==> config.mk <==
export PLATFORM = sky130hd
export DESIGN_NAME = smaof_div
export DESIGN_NICKNAME = d
export VERILOG_FILES = /design/src/hdl/smaof_pkg.sv /design/src/hdl/smaof_div.sv
export SDC_FILE = /design/constraint.sdc
export NUM_CORES = 1
export LEC_CHECK = 0
export ABC_AREA = 1
export BUFFER_PORTS_ARGS = -buffer_cell sky130_fd_sc_hd__buf_2
export CORE_ASPECT_RATIO = 1.75
export CORE_UTILIZATION = 48
export DETAILED_ROUTE_END_ITERATION = 12
export GPL_ROUTABILITY_DRIVEN = 0
export GPL_TIMING_DRIVEN = 0
export SYNTH_ARGS = -nofsm -noshare
export SYNTH_HDL_FRONTEND = slang
export SYNTH_SLANG_ARGS = --single-unit
==> constraint.sdc <==
create_clock -name clk -period 6.4 [get_ports clk]
set_input_delay 0 -clock clk [delete_from_list [all_inputs] [get_ports clk]]
set_output_delay 0 -clock clk [all_outputs]
set_load 0.1 [all_outputs]
==> src/hdl/smaof_pkg.sv <==
// shared constants and types for the six-axis moving average block
// no dependencies
`default_nettype none

package smaof_pkg;

	localparam int SAMPLE_W = 16;
	localparam int NUM_CHAN = 6;
	localparam int NUM_GYRO = 3;
	localparam int WINDOW_LENGTH_DEF = 10;
	localparam int CFG_IDX_W = 2;

	typedef enum logic [CFG_IDX_W-1:0] {
		CFG_GYRO_OFFSET_X = 2'b00,
		CFG_GYRO_OFFSET_Y = 2'b01,
		CFG_GYRO_OFFSET_Z = 2'b10
	} smaof_cfg_t;

	// pipeline enables from the top level control
	typedef struct packed {
		logic push;
		logic ld_s2;
	} smaof_ctl_t;

endpackage

`default_nettype wire

==> src/hdl/smaof_div.sv <==
// divide a window sum by the window length, truncating toward zero
// reciprocal multiply stage; depends on smaof_pkg
`default_nettype none

module smaof_div import smaof_pkg::*; #(
	parameter int WINDOW_LENGTH = WINDOW_LENGTH_DEF,
	localparam int SUM_W = SAMPLE_W + $clog2(WINDOW_LENGTH),
	localparam int SHIFT = SUM_W + $clog2(WINDOW_LENGTH),
	localparam int PROD_W = SUM_W + SHIFT + 1
) (
	input  wire logic                    clk,
	input  wire smaof_ctl_t              ctl,
	input  wire logic signed [SUM_W-1:0] sum,
	output logic signed [SAMPLE_W-1:0]   avg
);

	// ceil(2^SHIFT / N) is exact for every magnitude below 2^SHIFT / N
	localparam logic [SHIFT:0] RECIP = (SHIFT+1)'(
		((64'd1 << SHIFT) + 64'(WINDOW_LENGTH) - 64'd1) / 64'(WINDOW_LENGTH));

	logic [SUM_W-1:0]    mag;
	logic [PROD_W-1:0]   prod_s2;
	logic                neg_s2;
	logic [SAMPLE_W-1:0] quo;

	assign mag = sum[SUM_W-1] ? unsigned'(-sum) : unsigned'(sum);

	always_ff @(posedge clk) begin
		if (ctl.ld_s2) begin
			prod_s2 <= PROD_W'(mag) * PROD_W'(RECIP);
			neg_s2  <= sum[SUM_W-1];
		end
	end

	assign quo = prod_s2[SHIFT +: SAMPLE_W];
	assign avg = signed'(neg_s2 ? -quo : quo);

endmodule

`default_nettype wire
Yosys cells after proc, flatten, opt, wreduce, memory -nomap -nowiden:

Index checks and enable logic that the tools add are counted.

* bits in registers: 40
* output and inout port bits: 16
* logic and storage cells: 7

* add/sub/neg operators: 2
* multiply operators: 1
* mux-type cells: 2

Operators by type and width (count)
* $mul 20x20->39 const B: 1
* $mux 20: 1
* $neg 20->20: 1
* $mux 16: 1
* $neg 16->16: 1

Logic depth before layout (Yosys ltp):

* depth in word-level cells: 3
* mapped depth: 35
* mapped depth without buffers: 35

Worst setup path before layout:

No wires, ideal clock.

* kind: input to register
* start: input port sum[0]
* end: register prod_s2[32] (data pin)
* arrival: 5.594 ns
* path slack: 0.553 ns
* stages: 30
* buffers on the path: 0
* path through: inv_1 ha_1 nand3_2 nor2_2 nand3_2 nor2_4 nand2_2 o21ai_1 xor2_1 inv_1 ha_1 fa_1 ha_1 inv_1 fa_1 inv_1 fa_1 fa_1 inv_1 fa_1 inv_1 ha_1 a21oi_1 o21ai_0 a21oi_1 o21ai_0 a21oi_1 nand2_1 nand2_1 nand2_1

* longest elaborated chain between the ends: 3

Ends and longest elaborated chain
* from (decl): line smaof_div.sv:13 `input wire logic signed [SUM_W-1:0] sum,`
* $neg 20->20: line smaof_div.sv:26 `assign mag = sum[SUM_W-1] ? unsigned'(-sum) : unsigned'(sum);`
* $mux 20 *: line smaof_div.sv:26
* $mul 20x20->39 *: line smaof_div.sv:30 `prod_s2 <= PROD_W'(mag) * PROD_W'(RECIP);`
* to (signal assigned): line smaof_div.sv:30
* to (decl): line smaof_div.sv:22 `logic [PROD_W-1:0] prod_s2;`

Mark *: on every way between the ends. The rest lies on a longest branch, timed or not.
A chain may end at the register's enable or synchronous reset.

Worst setup path in the final report:

* start: input port sum[19]
* end: register prod_s2[29] (data pin)

The elaborated chain is that of the path after synthesis.

==> flow_summary.yaml <==
logic_synthesis:
  syn_area_sq_um: 9310
  yosysWarningCount: 0
  ys_seq_area_share_pct: 5.48
  synth.avg_cell_area_sq_um: 8.23
  syn_inst: 1132
  synth_cell_type_count: 44
  ys_seq_elements: 17
  synth_ff_type: "edfxtp_1"
  synth_edf_count: 17
  synthArstFlopShare_pct: 0
  syn_nets: 1484
clocking:
  cts_root_buf: "clkbuf_16"
  clockBufferDepth: 2
  cts.sinks: 17
  cts_htree_levels: 1
  cts_buffers: 3
  ctsHoldBuffers: 0
  clk_pin_slew_worst_paths_ps: 50
  cts_tree: "done"
global_routing:
  antenna_found_initial: 0
  grt_usage_pct: 27.5
  grt-ovfl-total: 0
  grt_max_degree: 18
  grt_pass1_vias: 8007
  grt_pass1_wl_um: 40800
routing:
  wl_um: 25600
  num_vias: 7437
  drt_drc_violations_left: 0
  drtPass1Iterations: 4
  drt_iter0_markers: 283
  wl_per_cell_um: 17.9
  avgViaCountPerCell: 5.21
  final_antenna_net_count: 0
finish:
  fin_cells: 1428
  drive_gt1_share_pct: 14.0
  antenna_cells: 0
  area_growth_pct: 13.2
  nNetsFinal: 1540
  fillCellCount: 1861
worst_setup_path:
  crit_type: "input pin to register"
  crit_top_cell: "inv_1"
  cp_slowest_cell: "fa_1"
  arrival_ps: 6120
  required_ps: 6400
  start_kind: "input pin"
  critPathMaxFanout: 10
  cp_slowest_stage_delay_ps: 560
  end_kind: "register"
run_status:
  outcome: "finished clean"
die:
  start_util_pct: 48.7
  row_count: 67
  die_x_um: 107
  core_area_sq_um: 19100
  die_h_um: 186
  dieArea_sq_um: 20000
  ios: 39
flow_run:
  cap_viol_max_count: 0
timing:
  drv_slew: 0
  hold_viol: 0
  period_needed_ps: 6120
  finalHoldWorstSlack_ps: 51.1
  min_period_over_period_pct: 95.6
  fmaxAchievable_mhz: 163
  slew_headroom_pct: 53.0
  setup_viol: 0
  worstMarginPinSlew_ps: 698
placed_design:
  io_buffers: 37
  dpl.hpwl_um: 22800
  dp.cells: 1410
hold_path:
  min_path_type: "input pin to register"
## routing by layer
metal | vias up | part of all wire (%) | global-route usage, % | wire (um)
met5 | - | 0 | 0 | 0
met4 | 0 | 8.0 | 17.4 | 2060
met3 | 81 | 2.0 | 0.627 | 504
met2 | 151 | 55 | 54.1 | 14100
met1 | 3596 | 35 | 28.1 | 8870
li1 | 3609 | - | - | -
## cell families after synthesis
group	count (synthesis)	share of synthesized area (%)
compound gates	99	6.21
xor+xnor	51	5.59
fa+ha+maj	329	55.1
buf+inv	305	12.4
flops	17	5.48
simple gates	331	15.2
## Yosys cell counts (6+ instances only)
cell | instances | area (sq um)
a21o_1 | 7 | 52.6
a21oi_1 | 39 | 195
edfxtp_1 | 17 | 510
fa_1 | 135 | 2700
ha_1 | 194 | 2430
inv_1 | 294 | 1100
inv_2 | 6 | 22.5
nand2_1 | 177 | 664
nand3_1 | 30 | 150
nand4_1 | 8 | 50.1
nor2_1 | 82 | 308
nor3_1 | 11 | 55.1
o21ai_0 | 25 | 125
o21bai_1 | 10 | 75.1
xnor2_1 | 13 | 114
xor2_1 | 32 | 280
## cell type report
cell class / count / area (sq um) / share of cell area [%]
repair buffers: 51 / 293 / 2.78
flip-flops and latches: 17 / 510 / 4.84
well taps: 241 / 302 / 2.86
plain buffers: 4 / 30.0 / 0.285
clock buffers: 4 / 78.8 / 0.748
inverters: 301 / 1130 / 10.8
multi-input cells: 810 / 8190 / 77.7
## worst max-delay path, delay by kind of cell
family	cells	cell delay (ps)
simple gates	5	810
buf+inv	8	920
fa+ha+maj	8	3640
xor+xnor	2	440
compound gates	2	290
## cell usage in the layout, fill, tap and decap left out, types with 9 or more instances in the layout
cell / instances
buf_4: 16
ha_1: 169
inv_2: 10
o21ai_0: 16
nor2_2: 17
edfxtp_1: 17
inv_1: 289
o21bai_1: 9
o21ai_1: 12
buf_2: 36
nand2_1: 169
nand3_1: 29
fa_1: 135
xnor2_1: 11
a21oi_1: 31
ha_4: 17
xor2_1: 24
nor2_1: 67
nor3_1: 11
## stage by stage
step	setup slack [ps]	setup TNS [ps]	cell area [sq um]	utilization [%]
after floorplan	553	0	9310	-
after global placement	-969	-11850	9800	51.3
after detailed placement	-1040	-12600	9800	51.3
after CTS	4.80	0	10100	52.9
after global routing	-19.3	-51.9	10500	55.1
final	282	0	10500	55.1
## state kept, by name, indices dropped and copies added (netlist names)
register / flops
neg_s2: 1
prod_s2: 16
## path summary, 6_finish.rpt
check	cells past startpoint	from	end	slack [ps]
worst max-delay path	25	sum[19]	prod_s2[29]	280
worst min-delay path	1	sum[19]	neg_s2	50
## repair_timing
item,in CTS,in global routing
hold endpoints to repair,0,0
pin swaps,4,21
gates resized for setup,34,80
setup endpoints to repair,16,16
buffers inserted,7,7
Power is not shown: default switching activity piles up to over one toggle a cycle in this logic, so the estimate is an artifact.
