[src/hdl/smaof_pkg.sv]
// shared constants and types for the six-axis moving average block
// no dependencies
`default_nettype none

package smaof_pkg;

	localparam int SAMPLE_W = 16;
	localparam int NUM_CHAN = 6;
	localparam int NUM_GYRO = 3;
	localparam int WINDOW_LENGTH_DEF = 10;
	localparam int CFG_IDX_W = 2;

	typedef enum logic [CFG_IDX_W-1:0] {
		CFG_GYRO_OFFSET_X = 2'b00,
		CFG_GYRO_OFFSET_Y = 2'b01,
		CFG_GYRO_OFFSET_Z = 2'b10
	} smaof_cfg_t;

	// pipeline enables from the top level control
	typedef struct packed {
		logic push;
		logic ld_s2;
	} smaof_ctl_t;

endpackage

`default_nettype wire

[src/hdl/smaof_chan.sv]
// one channel: sample history shift line and running window sum
// depends on smaof_pkg
`default_nettype none

module smaof_chan import smaof_pkg::*; #(
	parameter int WINDOW_LENGTH = WINDOW_LENGTH_DEF,
	localparam int SUM_W = SAMPLE_W + $clog2(WINDOW_LENGTH)
) (
	input  wire logic                    clk,
	input  wire logic                    arst_n,
	input  wire smaof_ctl_t              ctl,
	input  wire logic signed [SAMPLE_W-1:0] sample,
	output logic signed [SUM_W-1:0]      sum
);

	logic signed [SAMPLE_W-1:0] hist_q [WINDOW_LENGTH];
	logic signed [SUM_W-1:0]    sum_q;

	always_ff @(posedge clk or negedge arst_n) begin
		if (!arst_n) begin
			for (int k = 0; k < WINDOW_LENGTH; k++) begin
				hist_q[k] <= '0;
			end
			sum_q <= '0;
		end else if (ctl.push) begin
			for (int k = 0; k < WINDOW_LENGTH - 1; k++) begin
				hist_q[k] <= hist_q[k+1];
			end
			hist_q[WINDOW_LENGTH-1] <= sample;
			// oldest tap drops out, new sample comes in
			sum_q <= sum_q - SUM_W'(hist_q[0]) + SUM_W'(sample);
		end
	end

	assign sum = sum_q;

endmodule

`default_nettype wire

[config.mk]
export PLATFORM = sky130hd
export DESIGN_NAME = smaof_chan
export DESIGN_NICKNAME = d
export VERILOG_FILES = /design/src/hdl/smaof_pkg.sv /design/src/hdl/smaof_chan.sv
export SDC_FILE = /design/constraint.sdc
export NUM_CORES = 1
export LEC_CHECK = 0
export BUFFER_PORTS_ARGS = -buffer_cell sky130_fd_sc_hd__buf_2
export CAP_MARGIN = 0
export CORE_MARGIN = 5
export CORE_UTILIZATION = 35
export CTS_BUF_LIST = sky130_fd_sc_hd__clkbuf_4
export DETAILED_ROUTE_END_ITERATION = 16
export MAX_ROUTING_LAYER = met4
export PLACE_DENSITY = 0.58
export SETUP_SLACK_MARGIN = 0.4
export SKIP_CTS_REPAIR_TIMING = 1
export SLEW_MARGIN = 0
export SYNTH_ARGS = -nofsm -noshare
export SYNTH_HDL_FRONTEND = slang
export SYNTH_SLANG_ARGS = --single-unit
[constraint.sdc]
create_clock -name clk -period 7.6 [get_ports clk]
set_input_delay 0.38 -clock clk [delete_from_list [all_inputs] [get_ports clk]]
set_output_delay 0.38 -clock clk [all_outputs]
set_load 0.01 [all_outputs]
### After elaboration in Yosys (flattened, before gate mapping)

Index checks and enable logic that the tools add are counted.

* input bits: 20
* bits in registers: 180
* word-level logic and storage cells: 13

* add/subtract/negate cells: 2

Operators by type and width (count)
* 20-bit by 16-bit adder with 20-bit output: 1
* 20-bit by 16-bit subtractor with 20-bit output: 1

### Logic depth before layout (Yosys ltp)

Gate-level depths: netlist of run 1.

* depth in word-level cells: 2
* mapped depth: 11
* mapped depth without buffers: 11

### Worst setup path after synthesis of run 1

No wires, ideal clock.

* path type: reg2reg
* start point: register sum_q[1], in the netlist sum[1]
* end point: register sum_q[16], in the netlist sum[16]
* data required time: 7464 ps
* arrival: 2465 ps
* setup time: 136 ps
* stages on the path, launching flop included: 11
* period minus slack after synthesis: 2601 ps
* setup slack: 4999 ps
* cell sequence: dfrtp_1 > inv_1 > fa_1 > inv_1 > fa_1 > a211oi_2 > o211ai_1 > a31oi_1 > o211ai_1 > xnor2_1 > mux2i_1

* longest elaborated chain between the ends: 2

RTL lines
* from (decl): RTL line smaof_chan.sv:17 `logic signed [SUM_W-1:0] sum_q;`
* from (signal assigned): RTL line smaof_chan.sv:31 `sum_q <= sum_q - SUM_W'(hist_q[0]) + SUM_W'(sample);`
* 20-bit by 16-bit subtractor with 20-bit output: RTL line smaof_chan.sv:31
* 20-bit by 16-bit adder with 20-bit output: RTL line smaof_chan.sv:31

No other way between the ends.
A chain may end at the register's enable or synchronous reset.

### Worst setup path in the final report of run 1

Same ends and word-level chain as after synthesis.

==> results of run 1 <==
[power groups by stage]
stage                     sequential (W)  combinational (W)  clock, W
after floorplan                  0.00145            0.00173         0
after global placement           0.00147            0.00207         0
after detailed placement         0.00148            0.00212         0
after CTS                        0.00146            0.00214  0.000545
after global routing             0.00150            0.00240  0.000584
final                            0.00146            0.00212  0.000515
[cells in the final DEF, fill, tap and decap left out, drive strengths merged, types with 2 or more instances in the layout]
cell        n
a21o        6
a211o       3
xor2        3
clkinvlp    2
nor2       16
ha         21
a41oi       2
o2111ai     4
nand3       6
dfrtp     180
xnor2       9
fa         19
bufinv      2
nand2      22
inv        79
nor3        9
o21ai      19
nand4       6
mux2i       6
a21oi      20
o21a        4
buf        40
clkbuf     18
a211oi      8
clkinv      5
a31oi       2
o211ai      4
o31ai       3
mux2      159
[state kept, by name (all words and copies together), names as in the netlist]
name	flops
hist_q	160
sum	20
[critical path: stages, from the launching register on]
cell,delay (ns)
dfrtp_1,0.37
inv_1,0.06
fa_1,0.50
inv_1,0.07
fa_1,0.50
a211oi_2,0.32
o211ai_1,0.15
a31oi_1,0.45
o211ai_1,0.19
xnor2_1,0.22
mux2i_1,0.11
[final cells by class]
cell class                      count  share of cell area, %
Tap cell                          319                  4.375
Clock buffer                       18                  1.481
Multi-Input combinational cell    359                  37.69
Timing Repair Buffer               41                  2.496
Inverter                           76                  3.127
Sequential cell                   180                  49.37
Clock inverter                     12                  1.440
Antenna cell                        1                0.02743
[through the flow]
step	util, %	hold WS [ns]
finish	38.75	0.06985
global route	38.75	0.006440
global placement	37.57	0.4765
CTS	38.70	-0.1407
floorplan	-	0.08441
detailed placement	37.57	0.4791
[worst max path at each step]
stage | start | end
after floorplan | sum[1]$_DFFE_PN0P_ | sum[16]$_DFFE_PN0P_
after global placement | sample[1] | sum[16]$_DFFE_PN0P_
after detailed placement | sample[1] | sum[16]$_DFFE_PN0P_
after CTS | sum[1]$_DFFE_PN0P_ | sum[16]$_DFFE_PN0P_
after global routing | sum[1]$_DFFE_PN0P_ | sum[16]$_DFFE_PN0P_
final | sum[1]$_DFFE_PN0P_ | sum[16]$_DFFE_PN0P_
[per-layer routing]
layer | wire length, um | GRT usage, % | vias to the layer above | share of wire, %
met5 | 0 | - | - | 0
met4 | 149 | 3.554 | 0 | 1.1
met3 | 409 | 2.795 | 8 | 3.0
met2 | 6777 | 17.33 | 48 | 50
met1 | 6209 | 13.58 | 2372 | 46
li1 | - | - | 2276 | -
[kinds of logic after synthesis]
kind of cell / after synthesis / share of synthesized area [%]
muxes: 165 / 22.04
DFF: 180 / 53.64
xor gates and xnor gates: 12 / 1.252
and+or+nand+nor: 62 / 3.263
AOI/OAI and AO/OA: 80 / 6.734
buffers and inverters: 104 / 5.423
adders and majority gates: 40 / 7.658
==> run metrics, run 1 <==
Hold Path Depth 2; RSZ-0062 raised after global routing false; Final WS setup ~4.5 ns; Port-buffer cells 38; internal power 0.002427 W; H-tree levels 4; Crit path arrival time roughly 3.5 ns; Design Area, Final 9124 um2; Die X-Extent roughly 160 um; Comb power frac 51.8%; R2R setup slack 4.53 ns; EDFF count, synth 0; Post-Route WL 13550 um; hold wc startpoint sample[10]; Post-Syn Nets 703; clk slew on worst S/H paths 0.14 ns; final setup TNS 0 ns; worst r2r src sum[1]$_DFFE_PN0P_; largest cells by area after synthesis dfrtp_1 (54%), mux2_2 (21%), fa_1 (4.5%); DP Area 8845 um2; vias per std cell 4.676; cell taking the most area after synthesis dfrtp_1; status finished, final reports clean; Syn Inst Count around 640; count leader, synth dfrtp_1; Slew @ Worst Pin 1.085 ns; Starting Density 35.67%; Leakage 4.110 nW; Layout area overhead 8.641%; Fillers 2261; Seq cells post-synth 180; Startpoint Class flop; syn_area_per_cell 13.06 um2; top cell type's share of synthesized area 53.64%; floorplan row count 56; critical path type flop to flop; routed length per instance 13.47 um; initial DRC count 203; GP Congestion around 0.87; dpl cells 974; synth warn 0; Hold EP hist_q[10]$_DFFE_PN0P_; die area 27190 um2; Max Cap Viol 0; DRC Markers 0; Sequential Power Share 35.6%; storage element area 4504 um2; # setup viols final 0; TritonCTS buffer count 17; crit path max fanout 3; vias in the first global route 4807; pre-CTS setup slack 4.378 ns; final max-slew violation count 0; Detail Route Antenna Nets 0; headroom to the max-slew limit 27.69%; via count around 4700; Yosys cell types 42; Initial DRT Pass Iterations 4; layout net count 735; commonest register cell after synthesis dfrtp_1; WP data required 8.01 ns; clock share of power between 10% and 20%; io pins 40; Core Region between 20000 and 25000 um2; HPWL Detailed around 9400 um; GR Overflow Total 0; Final Non-Filler Cells approximately 1000; crit path time final 3.070 ns; most frequent cells after synthesis dfrtp_1 (180), mux2_2 (159), inv_1 (76); Power Dens Cells 448.2 nW/um2; worst-case clock skew 0.01283 ns; largest net degree at the start of global routing 110; CTS tree yes; area occupied by multi-input gates 3438 um2; Worst Reg2Reg Path Length in Cells 10; Sink Count 180; Post-Syn Area 8398 um2; Hold WC Path Type primary input to flop; CP endpoint kind flop; DIE HEIGHT 164.9 um; capturing point of the worst reg2reg path sum[16]$_DFFE_PN0P_; NetSw 0.001662 W; Power Total 0.004090 W; Final Hold Viols 0; initial antenna violation count 1; Tcrit/Tclk final between 40% and 50%; FFs w/ async S/R, synth between 90% and 100%; layout cell share with drive strength beyond 1 34.69%; GRT Total Usage 10.86%; root buffer cell clkbuf_4; sequential area share after synthesis a little over half; Peak VDD IR 0.1590 mV; clk_lat worst skew roughly 0.55 ns; first-pass GRT wire length 23260 um; clock buffer depth 2; switching share of power approximately two fifths; Fmax 325.7 MHz
(Power assumes the default switching activity.)
==> run 2, diff against run 1 <==
PLACE_DENSITY = 0.6   (was 0.58)
clock period = 2.65 ns   (was 7.6 ns; I/O delays follow)
==> run 2 against run 1 <==
Net effect: final cell count rose by 4.1%; via count up 4.1%; cell area up 7.2%; sequential share of layout area down 3.3 points; global-route usage rose by 0.76 points; wire length up 5.8%; the run now ends with setup timing left; flip-flop and latch count stayed put; utilization is 2.8 points higher; maximum frequency increased by 14%; critical endpoint is now sum[18]$_DFFE_PN0P_; worst setup slack got worse by 4.6 ns; largest cell class unchanged.
==> run metrics, run 2 (synthesis results as in run 1) <==
Top cell by count, worst path a211oi_2; met1 Usage GRT 14.53% (+0.95 points); largest reg by FF count hist_q; Tcrit/Tclk final 101.7% (+61 points); CTS tree yes; TritonCTS buffer count 17 (unchanged); initial DRC count 183 (-9.9%); Max Cap Viol 0 (unchanged); DRC Markers 0 (unchanged); status finished, violations left; busiest grt layer met2; clk slew on worst S/H paths 0.14 ns (about the same); Initial DRT Pass Iterations 4 (unchanged); CP endpoint kind flop; Starting Density 35.67% (unchanged); Port-buffer cells 38 (unchanged); critical path type flop to flop; Crit path arrival time 3.12 ns (-0.36 ns); largest net degree at the start of global routing 102 (-7.3%); met3 usage 2.745% (-0.050 points); Fmax 371.0 MHz (+14%); GR Overflow Total 0 (unchanged); Core Region 23540 um2 (unchanged); Sink Count 180 (unchanged); DIE HEIGHT 164.9 um (unchanged); H-tree levels 4 (unchanged); Setup crit start hist_q[145]$_DFFE_PN0P_; WP data required 3.07 ns (-4.94 ns); crit path max fanout 2 (-1); capturing point of the worst reg2reg path sum[18]$_DFFE_PN0P_; Layout area overhead 16.45%; GRT Total Usage 11.62% (+0.76 points); floorplan row count 56 (unchanged); RSZ-0062 raised after global routing true; layout cell share with drive strength beyond 1 41.68% (+7.0 points); clk_lat worst skew 0.53 ns (-0.02 ns); worst r2r src hist_q[145]$_DFFE_PN0P_; crit path time final 2.696 ns (-0.3747 ns); GP Congestion 0.8418 (-2.9%); most frequent cells in the layout dfrtp_1 (179), mux2_2 (159), inv_1 (67); met2 Usage GRT 18.84% (+1.5 points); most common cell after layout, fill and taps aside dfrtp_1; routed length per instance 13.69 um (+1.6%); HPWL Detailed 10050 um (+7.5%); vias per std cell 4.676 (about the same); slowest CP cell fa_1; worst hold slack 0.1106 ns (+0.04077 ns); Hold WC Path Type primary input to asynchronous set/reset pin; Detail Route Antenna Nets 0 (unchanged); # setup viols final 3 (+3); first-pass GRT wire length 24960 um (+7.3%); via count 4896 (+4.1%); Final Hold Viols 0 (unchanged); Slew @ Worst Pin 0.6737 ns (-0.4110 ns); CP peak stage delay 0.54 ns (+0.04 ns); Startpoint Class flop; final max-slew violation count 0 (unchanged); clock buffer depth 2 (unchanged); die area 27190 um2 (unchanged); root buffer cell clkbuf_4; Worst Reg2Reg Path Length in Cells 10 (unchanged); worst-case clock skew 0.01771 ns (+0.004881 ns); R2R setup slack -0.05 ns (-4.58 ns); initial antenna violation count 1 (unchanged); layout net count 774 (+5.3%); vias in the first global route 5165 (+7.4%); failing checks setup timing; Die X-Extent 164.9 um (unchanged); CP Cell Sequence fa_1, inv_2, fa_2, a211oi_2, buf_4, o21ai_2, a211oi_2, nor3_2, mux2i_1, o211ai_1; headroom to the max-slew limit 55.09% (+27 points); CP top delay family adder cells; Crit path buffers/inverters 2 (unchanged); Final WS setup -0.04554 ns (-4.575 ns); max reg flops 160 (unchanged); io pins 40 (unchanged); Post-Route WL 14330 um (+5.8%)
## run 2: cell count changes in the layout (fill, tap and decap cells not counted), moves of 9 or more
cell and change:
buf_4 +17, dlygate4sd3_1 +19, ha_1 -10, ha_4 +9, inv_1 -9, inv_2 +9
## run 2: per-layer routing
metal | share of wire, % | wire length [um] | vias up
li1 | - | - | 2349
met1 | 45 | 6377 | 2477
met2 | 51 | 7323 | 58
met3 | 3.0 | 425 | 12
met4 | 1.4 | 204 | 0
met5 | 0 | 0 | -
## run 2: worst max-delay path by stage
stage	end	slack, ns	cells past startpoint
floorplan	sum[16]$_DFFE_PN0P_	0.17	10
CTS	sum[18]$_DFFE_PN0P_	-0.05	10
global route	sum[16]$_DFFE_PN0P_	-0.19	11
global placement	sum[18]$_DFFE_PN0P_	0.009	10
finish	sum[18]$_DFFE_PN0P_	-0.05	10
detailed placement	sum[18]$_DFFE_PN0P_	-0.02	10
## run 2: area by class of cell
class                           instances  area, um2
Inverter                               76      285.3
Tap cell                              319      399.1
Sequential cell                       180       4506
Fill cell                            2202      13760
Antenna cell                            1      2.502
Clock inverter                         12      130.1
Multi-Input combinational cell        359       3701
Timing Repair Buffer                   80      605.6
Clock buffer                           20      150.1
## run 2: stage by stage
step	area, um2	setup WS, ns	setup TNS, ns	util, %	std cells
6_report	9779	-0.04554	-0.07278	41.54	1047
5_1_grt	9779	-0.1857	-0.9805	41.54	1047
4_1_cts	9468	-0.05296	-0.09872	40.22	1023
3_5_place_dp	9188	-0.01848	-0.02140	39.03	991
3_3_place_gp	9188	0.008699	0	39.03	991
2_1_floorplan	8582	0.1693	0	-	643
Power of run 2 is left out: the tool's default activity adds up to more than one toggle a clock period on the data nets, which glitch-free logic cannot reach.
